### src/hdl/one_wire_temperature_reader_defines.svh
// Assertion macros shared by the one-wire temperature reader modules.
`ifndef ONE_WIRE_TEMPERATURE_READER_DEFINES_SVH
`define ONE_WIRE_TEMPERATURE_READER_DEFINES_SVH
`ifndef NO_ASSERTIONS
`define OWTR_ASSERT(lbl, expr) \
  lbl: assert property (@(posedge clk) disable iff (!rst_n) (expr)) \
    else $error("one-wire reader assertion failed");
`define OWTR_ASSERT_IMP(lbl, ante, cons) \
  lbl: assert property (@(posedge clk) disable iff (!rst_n) (ante) |-> (cons)) \
    else $error("one-wire reader assertion failed");
`define OWTR_ASSERT_NEXT(lbl, ante, cons) \
  lbl: assert property (@(posedge clk) disable iff (!rst_n) (ante) |=> (cons)) \
    else $error("one-wire reader assertion failed");
`else
`define OWTR_ASSERT(lbl, expr)
`define OWTR_ASSERT_IMP(lbl, ante, cons)
`define OWTR_ASSERT_NEXT(lbl, ante, cons)
`endif
`endif

### src/hdl/owtr_pkg.sv
// Types, constants and helpers for the one-wire temperature reader.
package owtr_pkg;

  localparam int unsigned WAIT_W      = 20;
  localparam int unsigned TIMER_W     = 20;
  localparam int unsigned WORD_W      = 16;
  localparam int unsigned BITCNT_W    = 5;
  localparam int unsigned READ_BITS   = 16;

  localparam logic [WAIT_W-1:0] CONV_WAIT_RESET = 20'd750000;

  localparam logic [TIMER_W:0] RST_LOW_US    = 21'd480;
  localparam logic [TIMER_W:0] RST_SAMPLE_US = 21'd60;
  localparam logic [TIMER_W:0] RST_SETTLE_US = 21'd420;
  localparam logic [TIMER_W:0] SLOT_WRITE_US = 21'd61;
  localparam logic [TIMER_W:0] SLOT_READ_US  = 21'd60;
  localparam logic [TIMER_W-1:0] SHORT_LOW_US = 20'd5;
  localparam logic [TIMER_W-1:0] LONG_LOW_US  = 20'd60;
  localparam logic [TIMER_W-1:0] PRESENCE_AT  = 20'd59;
  localparam logic [TIMER_W-1:0] READ_SAMPLE_AT = 20'd14;
  localparam logic [BITCNT_W-1:0] CMD_BITS  = 5'd8;
  localparam logic [BITCNT_W-1:0] READ_BITS_C = 5'(READ_BITS);

  localparam logic [7:0] CMD_SKIP_ROM = 8'hCC;
  localparam logic [7:0] CMD_CONVERT  = 8'h44;
  localparam logic [7:0] CMD_READ_PAD = 8'hBE;

  localparam logic KIND_START = 1'b0;
  localparam logic KIND_TICK  = 1'b1;

  typedef enum logic [3:0] {
    PH_IDLE, PH_R1_LOW, PH_R1_WAIT, PH_R1_SETTLE, PH_SKIP1, PH_CONVERT,
    PH_CONV_WAIT, PH_R2_LOW, PH_R2_WAIT, PH_R2_SETTLE, PH_SKIP2, PH_READPAD,
    PH_READ
  } phase_t;

  typedef struct packed {
    logic kind;
    logic bus_level;
  } in_beat_t;

  typedef struct packed {
    logic              drive_low;
    logic              busy_res;
    logic              done_res;
    logic              presence_seen;
    logic [WORD_W-1:0] raw_word;
    logic              is_negative;
    logic [WORD_W-1:0] magnitude;
  } out_beat_t;

  typedef struct packed {
    logic              drive_low;
    logic              busy;
    logic              done;
    logic              present;
    logic [WORD_W-1:0] word;
  } owtr_status_t;

  function automatic phase_t next_phase(phase_t p);
    phase_t n;
    unique case (p)
      PH_R1_LOW:    n = PH_R1_WAIT;
      PH_R1_WAIT:   n = PH_R1_SETTLE;
      PH_R1_SETTLE: n = PH_SKIP1;
      PH_SKIP1:     n = PH_CONVERT;
      PH_CONVERT:   n = PH_CONV_WAIT;
      PH_R2_LOW:    n = PH_R2_WAIT;
      PH_R2_WAIT:   n = PH_R2_SETTLE;
      PH_R2_SETTLE: n = PH_SKIP2;
      PH_SKIP2:     n = PH_READPAD;
      PH_READPAD:   n = PH_READ;
      default:      n = PH_IDLE;
    endcase
    return n;
  endfunction

endpackage

### src/hdl/owtr_seq.sv
// Bus sequencer: phase, slot timer, bit counter and shift registers.
`include "one_wire_temperature_reader_defines.svh"
module owtr_seq (
  input  logic                                  clk,
  input  logic                                  rst_n,
  input  logic                                  step,
  input  owtr_pkg::in_beat_t                    beat,
  input  logic [owtr_pkg::WAIT_W-1:0]           conv_wait,
  output owtr_pkg::owtr_status_t                status
);

  owtr_pkg::phase_t                   phase_r, phase_nxt;
  logic [owtr_pkg::TIMER_W-1:0]       timer_r, timer_nxt;
  logic [owtr_pkg::BITCNT_W-1:0]      bit_r, bit_nxt;
  logic [7:0]                         obyte_r, obyte_nxt;
  logic [owtr_pkg::WORD_W-1:0]        shift_r, shift_nxt;
  logic                               pres_r, pres_nxt;
  logic [owtr_pkg::WORD_W-1:0]        word_r, word_nxt;

  logic [owtr_pkg::TIMER_W:0]         tinc;
  logic [owtr_pkg::BITCNT_W-1:0]      binc;
  logic                               is_tick;
  logic                               ent_en;
  owtr_pkg::phase_t                   ent_ph;
  owtr_pkg::phase_t                   ent_fix;
  logic                               drive;
  logic                               done;

  assign tinc    = {1'b0, timer_r} + 21'd1;
  assign binc    = bit_r + 5'd1;
  assign is_tick = step && (beat.kind == owtr_pkg::KIND_TICK);
  assign ent_fix = (ent_ph == owtr_pkg::PH_CONV_WAIT && conv_wait == '0)
                   ? owtr_pkg::PH_R2_LOW : ent_ph;

  always_comb begin
    phase_nxt = phase_r;
    timer_nxt = timer_r;
    bit_nxt   = bit_r;
    obyte_nxt = obyte_r;
    shift_nxt = shift_r;
    pres_nxt  = pres_r;
    word_nxt  = word_r;
    ent_en    = 1'b0;
    ent_ph    = owtr_pkg::PH_IDLE;
    if (step && beat.kind == owtr_pkg::KIND_START) begin
      if (phase_r == owtr_pkg::PH_IDLE) begin
        ent_en = 1'b1;
        ent_ph = owtr_pkg::PH_R1_LOW;
      end
    end else if (is_tick) begin
      unique case (phase_r)
        owtr_pkg::PH_IDLE: begin
        end
        owtr_pkg::PH_R1_LOW, owtr_pkg::PH_R2_LOW: begin
          timer_nxt = tinc[owtr_pkg::TIMER_W-1:0];
          if (tinc >= owtr_pkg::RST_LOW_US) begin
            ent_en = 1'b1;
            ent_ph = owtr_pkg::next_phase(phase_r);
          end
        end
        owtr_pkg::PH_R1_WAIT, owtr_pkg::PH_R2_WAIT: begin
          if (timer_r == owtr_pkg::PRESENCE_AT) begin
            pres_nxt = !beat.bus_level;
          end
          timer_nxt = tinc[owtr_pkg::TIMER_W-1:0];
          if (tinc >= owtr_pkg::RST_SAMPLE_US) begin
            ent_en = 1'b1;
            ent_ph = owtr_pkg::next_phase(phase_r);
          end
        end
        owtr_pkg::PH_R1_SETTLE, owtr_pkg::PH_R2_SETTLE: begin
          timer_nxt = tinc[owtr_pkg::TIMER_W-1:0];
          if (tinc >= owtr_pkg::RST_SETTLE_US) begin
            ent_en = 1'b1;
            ent_ph = owtr_pkg::next_phase(phase_r);
          end
        end
        owtr_pkg::PH_SKIP1, owtr_pkg::PH_CONVERT, owtr_pkg::PH_SKIP2,
        owtr_pkg::PH_READPAD: begin
          timer_nxt = tinc[owtr_pkg::TIMER_W-1:0];
          if (tinc >= owtr_pkg::SLOT_WRITE_US) begin
            timer_nxt = '0;
            obyte_nxt = {1'b0, obyte_r[7:1]};
            bit_nxt   = binc;
            if (binc >= owtr_pkg::CMD_BITS) begin
              ent_en = 1'b1;
              ent_ph = owtr_pkg::next_phase(phase_r);
            end
          end
        end
        owtr_pkg::PH_CONV_WAIT: begin
          timer_nxt = tinc[owtr_pkg::TIMER_W-1:0];
          if (tinc >= {1'b0, conv_wait}) begin
            ent_en = 1'b1;
            ent_ph = owtr_pkg::PH_R2_LOW;
          end
        end
        owtr_pkg::PH_READ: begin
          if (timer_r == owtr_pkg::READ_SAMPLE_AT && beat.bus_level) begin
            shift_nxt[bit_r[3:0]] = 1'b1;
          end
          timer_nxt = tinc[owtr_pkg::TIMER_W-1:0];
          if (tinc >= owtr_pkg::SLOT_READ_US) begin
            timer_nxt = '0;
            bit_nxt   = binc;
            if (binc >= owtr_pkg::READ_BITS_C) begin
              word_nxt  = shift_nxt;
              phase_nxt = owtr_pkg::PH_IDLE;
              bit_nxt   = '0;
            end
          end
        end
        default: begin
          phase_nxt = owtr_pkg::PH_IDLE;
        end
      endcase
    end
    if (ent_en) begin
      phase_nxt = ent_fix;
      timer_nxt = '0;
      bit_nxt   = '0;
      if (ent_fix == owtr_pkg::PH_SKIP1 || ent_fix == owtr_pkg::PH_SKIP2) begin
        obyte_nxt = owtr_pkg::CMD_SKIP_ROM;
      end else if (ent_fix == owtr_pkg::PH_CONVERT) begin
        obyte_nxt = owtr_pkg::CMD_CONVERT;
      end else if (ent_fix == owtr_pkg::PH_READPAD) begin
        obyte_nxt = owtr_pkg::CMD_READ_PAD;
      end
      if (ent_fix == owtr_pkg::PH_READ) begin
        shift_nxt = '0;
      end
    end
  end

  always_comb begin
    drive = 1'b0;
    done  = 1'b0;
    if (is_tick) begin
      unique case (phase_r)
        owtr_pkg::PH_R1_LOW, owtr_pkg::PH_R2_LOW: begin
          drive = 1'b1;
        end
        owtr_pkg::PH_SKIP1, owtr_pkg::PH_CONVERT, owtr_pkg::PH_SKIP2,
        owtr_pkg::PH_READPAD: begin
          drive = obyte_r[0] ? (timer_r < owtr_pkg::SHORT_LOW_US)
                             : (timer_r < owtr_pkg::LONG_LOW_US);
        end
        owtr_pkg::PH_READ: begin
          drive = timer_r < owtr_pkg::SHORT_LOW_US;
          done  = (tinc >= owtr_pkg::SLOT_READ_US) && (binc >= owtr_pkg::READ_BITS_C);
        end
        default: begin
          drive = 1'b0;
        end
      endcase
    end
  end

  always_ff @(posedge clk) begin
    if (!rst_n) begin
      phase_r <= owtr_pkg::PH_IDLE;
      timer_r <= '0;
      bit_r   <= '0;
      obyte_r <= '0;
      shift_r <= '0;
      pres_r  <= 1'b0;
      word_r  <= '0;
    end else begin
      phase_r <= phase_nxt;
      timer_r <= timer_nxt;
      bit_r   <= bit_nxt;
      obyte_r <= obyte_nxt;
      shift_r <= shift_nxt;
      pres_r  <= pres_nxt;
      word_r  <= word_nxt;
    end
  end

  assign status.drive_low = drive;
  assign status.busy      = (phase_nxt != owtr_pkg::PH_IDLE);
  assign status.done      = done;
  assign status.present   = pres_nxt;
  assign status.word      = word_nxt;

  `OWTR_ASSERT_NEXT(a_done_goes_idle, done, phase_r == owtr_pkg::PH_IDLE)
  `OWTR_ASSERT_IMP(a_drive_when_busy, drive, phase_r != owtr_pkg::PH_IDLE)
  `OWTR_ASSERT_IMP(a_read_bits_bound, phase_r == owtr_pkg::PH_READ,
                   bit_r < owtr_pkg::READ_BITS_C)
  `OWTR_ASSERT_IMP(a_write_slot_bound,
                   phase_r == owtr_pkg::PH_SKIP1 || phase_r == owtr_pkg::PH_CONVERT ||
                   phase_r == owtr_pkg::PH_SKIP2 || phase_r == owtr_pkg::PH_READPAD,
                   {1'b0, timer_r} < owtr_pkg::SLOT_WRITE_US && bit_r < owtr_pkg::CMD_BITS)

endmodule

### src/hdl/one_wire_temperature_reader.sv
// Top level of the one-wire bus master that runs a full temperature read.
//
// Input beats on in_data carry a kind (start or one-microsecond tick) and the
// sampled line level. Every accepted input beat yields exactly one result beat
// on out_data: the drive level for that tick, busy and done flags, the presence
// flag and the last word read with its sign and magnitude in sixteenths.
// The result of a beat accepted at one edge is registered and valid from the
// next. Throughput is one beat per cycle while the receiver takes the results;
// the sequencer updates its phase, slot timer and bit counter once per beat.
// The result register parts the two sides: in_ready is high while the result
// register is empty or being taken, so a stalled receiver holds back input
// only once a result is waiting.
// cfg_wr_en writes the conversion wait in microseconds at once; it should be
// written only while no read is in progress.
// Reset (synchronous, active low) returns the sequencer to idle, clears the
// flags and stored word and sets the conversion wait to 750000.
`include "one_wire_temperature_reader_defines.svh"
module one_wire_temperature_reader (
  input  logic                         clk,
  input  logic                         rst_n,
  input  logic                         in_valid,
  output logic                         in_ready,
  input  owtr_pkg::in_beat_t           in_data,
  output logic                         out_valid,
  input  logic                         out_ready,
  output owtr_pkg::out_beat_t          out_data,
  input  logic                         cfg_wr_en,
  input  logic [owtr_pkg::WAIT_W-1:0]  cfg_wr_data
);

  logic [owtr_pkg::WAIT_W-1:0] conv_wait_r;
  logic                        out_valid_r, out_valid_nxt;
  owtr_pkg::out_beat_t         out_data_r, out_data_nxt;
  owtr_pkg::owtr_status_t      status;
  logic                        step;

  assign in_ready = !out_valid_r || out_ready;
  assign step     = in_valid && in_ready;

  owtr_seq u_seq (
    .clk       (clk),
    .rst_n     (rst_n),
    .step      (step),
    .beat      (in_data),
    .conv_wait (conv_wait_r),
    .status    (status)
  );

  always_comb begin
    out_data_nxt.drive_low      = status.drive_low;
    out_data_nxt.busy_res       = status.busy;
    out_data_nxt.done_res       = status.done;
    out_data_nxt.presence_seen  = status.present;
    out_data_nxt.raw_word       = status.word;
    out_data_nxt.is_negative    = status.word[owtr_pkg::WORD_W-1];
    out_data_nxt.magnitude      = status.word[owtr_pkg::WORD_W-1] ? (~status.word + 16'd1)
                                                                  : status.word;
    out_valid_nxt = step ? 1'b1 : (out_valid_r && !out_ready);
  end

  always_ff @(posedge clk) begin
    if (!rst_n) begin
      conv_wait_r <= owtr_pkg::CONV_WAIT_RESET;
      out_valid_r <= 1'b0;
    end else begin
      out_valid_r <= out_valid_nxt;
      if (cfg_wr_en) begin
        conv_wait_r <= cfg_wr_data;
      end
    end
  end

  always_ff @(posedge clk) begin
    if (step) begin
      out_data_r <= out_data_nxt;
    end
  end

  assign out_valid = out_valid_r;
  assign out_data  = out_data_r;

  `OWTR_ASSERT_IMP(a_mag_positive, out_valid_r && !out_data_r.is_negative,
                   out_data_r.magnitude == out_data_r.raw_word)
  `OWTR_ASSERT_IMP(a_sign_bit, out_valid_r,
                   out_data_r.is_negative == out_data_r.raw_word[owtr_pkg::WORD_W-1])
  `OWTR_ASSERT_IMP(a_done_not_busy, out_valid_r && out_data_r.done_res,
                   !out_data_r.busy_res)

endmodule

### config.mk
export PLATFORM = sky130hd
export DESIGN_NAME = one_wire_temperature_reader
export DESIGN_NICKNAME = d
export VERILOG_FILES = /design/src/hdl/owtr_pkg.sv /design/src/hdl/owtr_seq.sv /design/src/hdl/one_wire_temperature_reader.sv
export VERILOG_INCLUDE_DIRS = /design/src /design/src/hdl
export SDC_FILE = /design/constraint.sdc
export NUM_CORES = 1
export LEC_CHECK = 0
export BUFFER_PORTS_ARGS = -buffer_cell sky130_fd_sc_hd__buf_2
export CORE_ASPECT_RATIO = 0.75
export CORE_MARGIN = 2
export CORE_UTILIZATION = 54
export DETAILED_ROUTE_END_ITERATION = 16
export HOLD_SLACK_MARGIN = 0.05
export PLACE_DENSITY = 0.79
export SYNTH_ARGS = -nofsm -noshare
export SYNTH_HDL_FRONTEND = slang
export SYNTH_SLANG_ARGS = --single-unit
### constraint.sdc
create_clock -name clk -period 4.8 [get_ports clk]
set_clock_uncertainty 0.15 [all_clocks]
set_input_delay 0.96 -clock clk [delete_from_list [all_inputs] [get_ports clk]]
set_output_delay 0.96 -clock clk [all_outputs]
set_load 0.05 [all_outputs]
# Word-level counts from Yosys, hierarchy flattened

Memory sizes are Yosys's and may differ from the RTL's. A register that Yosys moved wholly into a read port is not among the register bits.
Index checks and enable logic that the tools add are counted.

$add $sub $neg: 3
Magnitude comparators: 11
Equal/unequal tests: 22
Mux-type cells: 67
Bitwise logic cells: 5
Reduce and logical (&&, ||, !) cells: 28

Operators by type and width:

| kind                                                                | count |
|---|---|
| two-way mux 16 bit                                                  | 11 |
| two-way mux 4 bit                                                   | 17 |
| two-way mux 8 bit                                                   | 8 |
| case mux 20 bit (3 select lines)                                    | 1 |
| greater-or-equal comparator 21 x 6 -> 1 bit (second input constant) | 2 |
| greater-or-equal comparator 21 x 9 -> 1 bit (second input constant) | 2 |
| two-way mux 20 bit                                                  | 2 |
| equality test 4 bit (second input constant)                         | 8 |
| equality test 4 x 3 -> 1 bit (second input constant)                | 7 |
| adder 20 x 1 -> 21 bit (second input constant)                      | 1 |
| greater-or-equal comparator 21 x 20 -> 1 bit                        | 1 |
| equality test 20 x 4 -> 1 bit (second input constant)               | 1 |
| equality test 20 x 6 -> 1 bit (second input constant)               | 1 |
| zero test 20 bit                                                    | 1 |
| < comparator 20 x 3 -> 1 bit (second input constant)                | 1 |
| < comparator 20 x 6 -> 1 bit (second input constant)                | 1 |
| case mux 4 bit (5 select lines)                                     | 1 |
| two-way mux 1 bit                                                   | 17 |
| adder 16 x 1 -> 16 bit (second input constant)                      | 1 |
| inverter 16 bit                                                     | 1 |
| bitwise OR 16 bit                                                   | 1 |
| two-way mux 15 bit                                                  | 1 |
| two-way mux 5 bit                                                   | 3 |
| OR reduction 12 bit                                                 | 1 |
| other kinds (28)                                                    | 45 |

Flip-flop bits (word level): 128
ROM bits: 256
Bits of input ports: 27
Output and inout bits: 39
Logic and storage cells: 157
Memories kept: 4

Memory list:

| name             | depth | bits a word | rd ports | clocked after Yosys merged registers in | wr ports | RTL line       | source |
|---|---|---|---|---|---|---|---|
| (name not given) | 16    | 4           | 1        | 1                                       | 0        | owtr_pkg.sv:62 | `unique case (p)` |
| (name not given) | 16    | 4           | 1        | 1                                       | 0        | owtr_pkg.sv:62 |  |
| (name not given) | 16    | 4           | 1        | 1                                       | 0        | owtr_pkg.sv:62 |  |
| (name not given) | 16    | 4           | 1        | 1                                       | 0        | owtr_pkg.sv:62 |  |

# Depth between registers and ports, before layout

Gate-level depths: netlist of run 1.

Word-level depth: 15
Depth in mapped cells: 20

# Cells and area by module

Synthesis of run 1 repeated with hierarchy kept, for this count alone.

Cell total of the unflattened synthesis: 819
Area total of the unflattened synthesis: 7355.8 µm²

Modules (own cells, without submodules):

| module                      | instances | cells each | area each (µm²) | sequential area each (µm²) |
|---|---|---|---|---|
| owtr_seq                    | 1         | 668        | 5167.5          | 1481.4 |
| one_wire_temperature_reader | 1         | 151        | 2188.3          | 1471.4 |

# Worst setup path before layout of run 1

Ideal clock, no wire load.

Path kind: flip-flop to flip-flop
Start: reg u_seq.timer_r[1] (netlist name)
End: reg (tool-made name)
Data arrival time: 4398 ps
Required time: 4530 ps
Slack: 132 ps
Stages on the path, launching flop included: 21
Cells stage by stage: dfxtp_1 > ha_1 > nand3_2 > nor4_1 > nand4_1 > xor2_1 > inv_1 > ha_1 > nand3_1 > nor2_1 > nand3_1 > a31oi_1 > o311ai_1 > a2111oi_2 > o21ai_0 > nor3_1 > o21ai_0 > ha_1 > nand3_1 > mux2i_1 > a211o_1

RTL lines:

| what                     | RTL line        | source |
|---|---|---|
| start: declaration       | owtr_seq.sv:13  | `logic [owtr_pkg::TIMER_W-1:0] timer_r, timer_nxt;` |
| start signal: assignment | owtr_seq.sv:170 | `timer_r <= timer_nxt;` |

==> results.json, run 1 <==
{
  "portBuffers": 65,
  "grt_max_degree": 38,
  "fin_area_sq_um": 8470,
  "max_slew_margin_pct": 49.9,
  "drt.antenna.violating_nets": 0,
  "die_h_microns": 104,
  "synth_area_per_cell_sq_um": 8.65,
  "grt.total_usage_pct": 26.1,
  "hp-start": "u_seq.shift_r[13]",
  "area_growth_pct": 16.5,
  "synth_edf_count": 35,
  "dp.cells": 1056,
  "layout_min_cycle_time_ns": 4.59,
  "cts_buffer_depth": 2,
  "htreeDepth": 4,
  "cts_buffers": 17,
  "r2r_start": "u_seq.timer_r[3]",
  "wl_microns": 18600,
  "dieArea_sq_um": 14400,
  "path_class": "register to register",
  "cts_tree": "yes",
  "timing.setup.tns_ns": 0,
  "yosys.cell_types.count": 73,
  "worstMarginPinSlew_ns": 0.730,
  "crit_path_start": "u_seq.timer_r[3]",
  "routabilityCongestion": 0.958,
  "drt_first_pass_iters": 6,
  "cap_violations": 0,
  "crit_required_ns": 4.95,
  "antenna_cells": 0,
  "grt_setup_unrepaired": "false",
  "dp_hpwl_microns": 12900,
  "io_pins": 66,
  "final_nets": 959,
  "slowest_delay_ns": 0.43,
  "finalSetupViolCount": 0,
  "synth_cells": 840,
  "fmax_ghz": 0.218,
  "drive_gt1_share_pct": 17.3,
  "peakVddDrop_mv": 0.405,
  "seq_area_sq_um": 2950,
  "yosysWarnings": 0,
  "crit_chain": "buf_6 -> and4_2 -> nand2_1 -> nor2_2 -> xnor2_2 -> ha_1 -> a31o_2 -> a21oi_1 -> o21a_1 -> o31ai_1 -> o311ai_2 -> a2111oi_4 -> buf_4 -> a211o_1 -> a21o_4 -> o21a_1 -> ha_1 -> mux2_1",
  "ctsRootBufferMaster": "clkbuf_16",
  "routed-via-count": 6496,
  "ys.flop_type": "dfxtp_1",
  "timing.final.crit_share_pct": 95.5,
  "hp-class": "register to register",
  "finalHoldViolCount": 0,
  "syn-num-nets": 895,
  "grt_pass1_wl_microns": 29400,
  "drtIter0Drc": 607,
  "start_util_pct": 55.6,
  "power_density_nw_per_um2": 311,
  "multi_input_area_sq_um": 3980,
  "fill_cells": 1083,
  "status": "finished, final reports clean",
  "clk_pin_slew_ns": 0.06,
  "final_cells": 1088,
  "clk_latency_ns": 0.42,
  "cp_max_fo": 11,
  "hold_buffers": 0,
  "worst_path_max_delay_cell": "dfxtp_1",
  "synthArstFlopShare_pct": 0,
  "wire_per_inst_microns": 17.1,
  "p_leak_nw": 3.54,
  "hold_slack_ns": 0.322,
  "core_sq_um": 13100,
  "syn_area_sq_um": 7260,
  "post-cts-setup-buffer-count": 0,
  "placed_area_sq_um": 7800,
  "synth_seq_cells": 130,
  "worstPathArrival_ns": 4.74,
  "vias_per_cell": 5.97,
  "cp-start-kind": "register",
  "grt_pass1_vias": 5792,
  "die_x_microns": 138,
  "cts_sinks": 130,
  "drv_slew": 0,
  "antenna_found_initial": 0,
  "num_rows": 36,
  "drt_drc_violations_left": 0,
  "overflow": 0,
  "crit_path_end_kind": "register",
  "ys_seq_area_share_pct": 40.6
}
-- repair_timing --
action / 4_1_cts / 5_1_grt
resized for setup: 1 / 16
endpoints found under the setup margin: 1 / 20
cloned: 0 / 0
pin swaps: 0 / 2
-- report_power, final --
group / internal (mW) / leakage, nW / total, mW / switching (mW)
Combinational: 0.0515 / 2.14 / 0.185 / 0.134
Clock: 0.777 / 0.277 / 1.27 / 0.497
Sequential: 1.15 / 1.12 / 1.17 / 0.0170
Total: 1.98 / 3.54 / 2.63 / 0.648
-- sequential cells by signal, summed over array words and instances, names as in the netlist, named ones only --
signal	cells
u_seq.word_r	16
u_seq.obyte_r	8
u_seq.timer_r	20
u_seq.pres_r	1
out_data	35
u_seq.shift_r	16
u_seq.bit_r	5
out_valid	1
u_seq.phase_r	4
conv_wait_r	20
-- cell families after synthesis --
group / share of synthesized area (%)
AO/OA/AOI/OAI: 17.5
XOR/XNOR: 5.32
adder cells (fa/ha/maj): 4.82
buffers and inverters: 5.67
flip-flops: 40.6
multiplexers: 4.79
AND/OR/NAND/NOR: 21.3
-- cell usage after synthesis, drive strengths merged (12+ instances only) --
cell type / count / share of area (%)
clkbuf: 32 / 1.7
inv: 55 / 2.8
and3: 20 / 1.7
and2: 12 / 1.0
edfxtp: 35 / 14
xnor2: 30 / 3.6
o21ai: 43 / 3.0
ha: 28 / 4.8
buf: 14 / 1.1
nor2: 106 / 5.5
mux2i: 31 / 4.3
o211ai: 12 / 1.3
a21oi: 73 / 5.0
dfxtp: 95 / 26
nand3: 17 / 1.3
nand2: 65 / 3.4
a31oi: 17 / 1.5
nor3: 22 / 1.5
nor4: 18 / 2.0
-- cell usage in the layout, fill, tap and decap left out, types with 7 or more instances in the layout --
| cell type | n |
|---|---|
| nand3_1 | 15 |
| xnor2_1 | 28 |
| buf_4 | 25 |
| buf_2 | 65 |
| o211ai_1 | 11 |
| ha_1 | 27 |
| or3_1 | 8 |
| and2_1 | 10 |
| dfxtp_1 | 94 |
| nor4_1 | 13 |
| a21o_1 | 8 |
| nor2_1 | 105 |
| clkbuf_16 | 17 |
| xor2_1 | 9 |
| edfxtp_1 | 35 |
| and3_1 | 20 |
| o21ai_0 | 39 |
| nand4_1 | 7 |
| nor3_1 | 21 |
| nand2_1 | 65 |
| a21oi_1 | 73 |
| mux2i_1 | 31 |
| inv_1 | 54 |
| a31oi_1 | 17 |
-- final timing paths --
path         slack, ns  cells past startpoint                end
min               0.32                      2  u_seq.shift_r[13]
max               0.21                     18           register
min reg2reg       0.32                      2  u_seq.shift_r[13]
max reg2reg       0.21                     18           register
-- area by class of cell --
cell class	count	area share [%]
Tap cell	171	2.53
Multi-Input combinational cell	607	47.0
Clock inverter	13	1.61
Inverter	57	2.53
Timing Repair Buffer	91	6.19
Clock buffer	19	5.23
Sequential cell	130	34.9
-- worst max-delay path: cells and delay by family, from the launching register on --
kind | cells | cell delay (ns)
buf+inv | 2 | 0.35
simple gates | 3 | 0.62
fa+ha+maj | 2 | 0.54
flops | 1 | 0.43
mux | 1 | 0.29
xor+xnor | 1 | 0.18
compound gates | 9 | 1.90
-- layer usage --
layer  part of all wire (%)  GRT usage (%)
met5                      0              0
met4                    1.3           6.56
met3                     10           6.97
met2                     41           35.5
met1                     48           40.2
-- stage by stage --
stage	util, %	setup slack (ns)	total power, mW
2_1_floorplan	-	0.132	1.32
3_3_place_gp	59.7	0.266	1.37
3_5_place_dp	59.7	0.0984	1.37
4_1_cts	64.2	0.0392	2.64
5_1_grt	64.8	0.0255	2.70
6_report	64.8	0.214	2.63
No activity file was read; power rests on OpenSTA's default activity.
==> run 2, diff against run 1 <==
- PLACE_DENSITY: 0.79 -> 0.74
==> run 2 against run 1 <==
  * First-iteration DRC count rose by 33%
  * Utilization rose by 0.24 points
  * Register-to-register slack improved by 0.07 ns
  * Final cell count rose by 0.55%
  * Total power barely moved
  * Critical path depth did not move
  * Clock power barely moved
  * Design area rose by 0.37%
  * Sequential share of layout area fell by 0.13 points
  * Routed wire length rose by 0.17%
  * Sequential power barely moved
  * Hold slack got worse by 0.0071 ns
  * Critical path type unchanged
  * Largest power group unchanged
==> results.json, run 2 (synthesized netlist as in run 1, its figures left out) <==
{
  "wl_microns": 18600,
  "p_leak_nw": 3.56,
  "largest_reg_flops": 35,
  "final_nets": 966,
  "crit_required_ns": 4.95,
  "pwr-share-seq_pct": 44.5,
  "status": "finished, final reports clean",
  "start_util_pct": 55.6,
  "whs_endpoint": "u_seq.shift_r[4]",
  "worstPathArrival_ns": 4.66,
  "worstMarginPinSlew_ns": 0.924,
  "path_class": "register to register",
  "power_switching_mw": 0.607,
  "fill_cells": 1082,
  "cts_buffer_depth": 2,
  "antenna_found_initial": 0,
  "hp-start": "u_seq.shift_r[4]",
  "grt_pass1_vias": 5847,
  "cts_buffers": 17,
  "antenna_cells": 0,
  "r2r_start": "u_seq.timer_r[0]",
  "timing.final.crit_share_pct": 94.0,
  "timing.setup.tns_ns": 0,
  "grt_max_degree": 38,
  "wire_per_inst_microns": 17.0,
  "power.internal_mw": 2.02,
  "htreeDepth": 4,
  "power_density_nw_per_um2": 309,
  "drt.antenna.violating_nets": 0,
  "ctsRootBufferMaster": "clkbuf_16",
  "drt_drc_violations_left": 0,
  "die_h_microns": 104,
  "routed-via-count": 6477,
  "clockPowerShare_pct": 48.6,
  "hp-class": "register to register",
  "die_x_microns": 138,
  "ff2ff_path_depth": 18,
  "pwr-share-comb_pct": 7.0,
  "final_common_cell": "nor2_1",
  "area_growth_pct": 17.0,
  "min_delay_path_depth": 2,
  "drv_slew": 0,
  "overflow": 0,
  "core_sq_um": 13100,
  "finalSetupViolCount": 0,
  "final_cells": 1094,
  "drive_gt1_share_pct": 17.2,
  "layout_min_cycle_time_ns": 4.51,
  "cts_sinks": 130,
  "max_slew_margin_pct": 38.2,
  "num_rows": 36,
  "cp_max_fo": 9,
  "dieArea_sq_um": 14400,
  "hold_slack_ns": 0.315,
  "fmax_ghz": 0.222,
  "p_total_mw": 2.63,
  "routabilityCongestion": 0.955,
  "cap_violations": 0,
  "peakVddDrop_mv": 0.288,
  "dp_hpwl_microns": 13300,
  "cp-start-kind": "register",
  "final_cell_mix": "nor2_1 (106), dfxtp_1 (94), a21oi_1 (73), nand2_1 (65), buf_2 (65)",
  "dp.cells": 1062,
  "drt_first_pass_iters": 6,
  "io_pins": 66,
  "switching_share_pct": 23.1,
  "grt_setup_unrepaired": "false",
  "grt_pass1_wl_microns": 30000,
  "cts_tree": "yes",
  "clk_pin_slew_ns": 0.05,
  "finalHoldViolCount": 0,
  "grt.total_usage_pct": 26.8,
  "portBuffers": 65,
  "crit_path_end_kind": "register",
  "drtIter0Drc": 805,
  "r2r_slack_ns": 0.29,
  "vias_per_cell": 5.92,
  "clk_latency_ns": 0.42
}
run 2: cell count changes in the layout (fill, tap and decap cells not counted), moves of 2 or more:
cell	delta
buf_4	+8
clkbuf_1	+5
clkbuf_8	+3
clkinv_2	-3
clkinvlp_4	-2
inv_6	-2
run 2: timing repair:
item                                    CTS  global route
gates resized for setup                   0            14
endpoints found under the setup margin    0            23
endpoints found under the hold margin     0             0
setup buffers                             0             1
hold buffers                              0             0
run 2: worst max-delay path by stage:
stage | startpoint | to | depth (start not counted)
after global placement | u_seq.timer_r[0] | register | 22
after CTS | u_seq.timer_r[1] | register | 22
after global routing | u_seq.timer_r[5] | register | 21
after floorplan | u_seq.timer_r[1] | register | 20
after detailed placement | u_seq.timer_r[1] | register | 22
final | u_seq.timer_r[0] | register | 18
run 2: metrics by stage:
stage               util, %  area, sq um  setup WS, ns
floorplan                 -         7260         0.132
detailed placement     60.1         7850        0.0695
global route           65.0         8500        0.0157
global placement       60.1         7850         0.252
finish                 65.0         8500         0.287
CTS                    64.5         8430        0.0111
run 2: critical path, cell delays in order, from the launching register on:
cell and delay (ns):
dfxtp_1 0.37, buf_4 0.21, and4_2 0.28, nand2_1 0.15, nor2_1 0.16, xnor2_1 0.22
ha_1 0.33, a31o_2 0.25, a21oi_1 0.14, o21a_1 0.17, a211oi_1 0.09, o311ai_2 0.32
a2111oi_2 0.11, buf_4 0.17, a211o_1 0.31, a21o_1 0.23, o21a_1 0.24, ha_1 0.21
mux2_1 0.29
run 2: layer usage:
layer / global-route usage, % / vias to the layer above / part of all wire [%]
li1: - / 3125 / -
met1: 42.2 / 3021 / 49
met2: 35.4 / 307 / 40
met3: 6.82 / 24 / 10
met4: 7.36 / 0 / 1.3
met5: 0 / - / 0
run 2: final cells by class:
cell class / count / area (sq um) / share of cell area [%]
Multi-Input combinational cell: 607 / 3960 / 46.6
Timing Repair Buffer: 98 / 573 / 6.74
Inverter: 57 / 214 / 2.52
Tap cell: 171 / 214 / 2.52
Sequential cell: 130 / 2950 / 34.8
Clock buffer: 27 / 503 / 5.92
Clock inverter: 4 / 76.3 / 0.898
run 2: power by group through the flow:
stage	sequential (mW)	combinational, mW	clock (mW)
after floorplan	1.24	0.0774	0
after global routing	1.17	0.197	1.34
final	1.17	0.183	1.28
after detailed placement	1.19	0.181	0
after global placement	1.19	0.179	0
after CTS	1.17	0.182	1.29
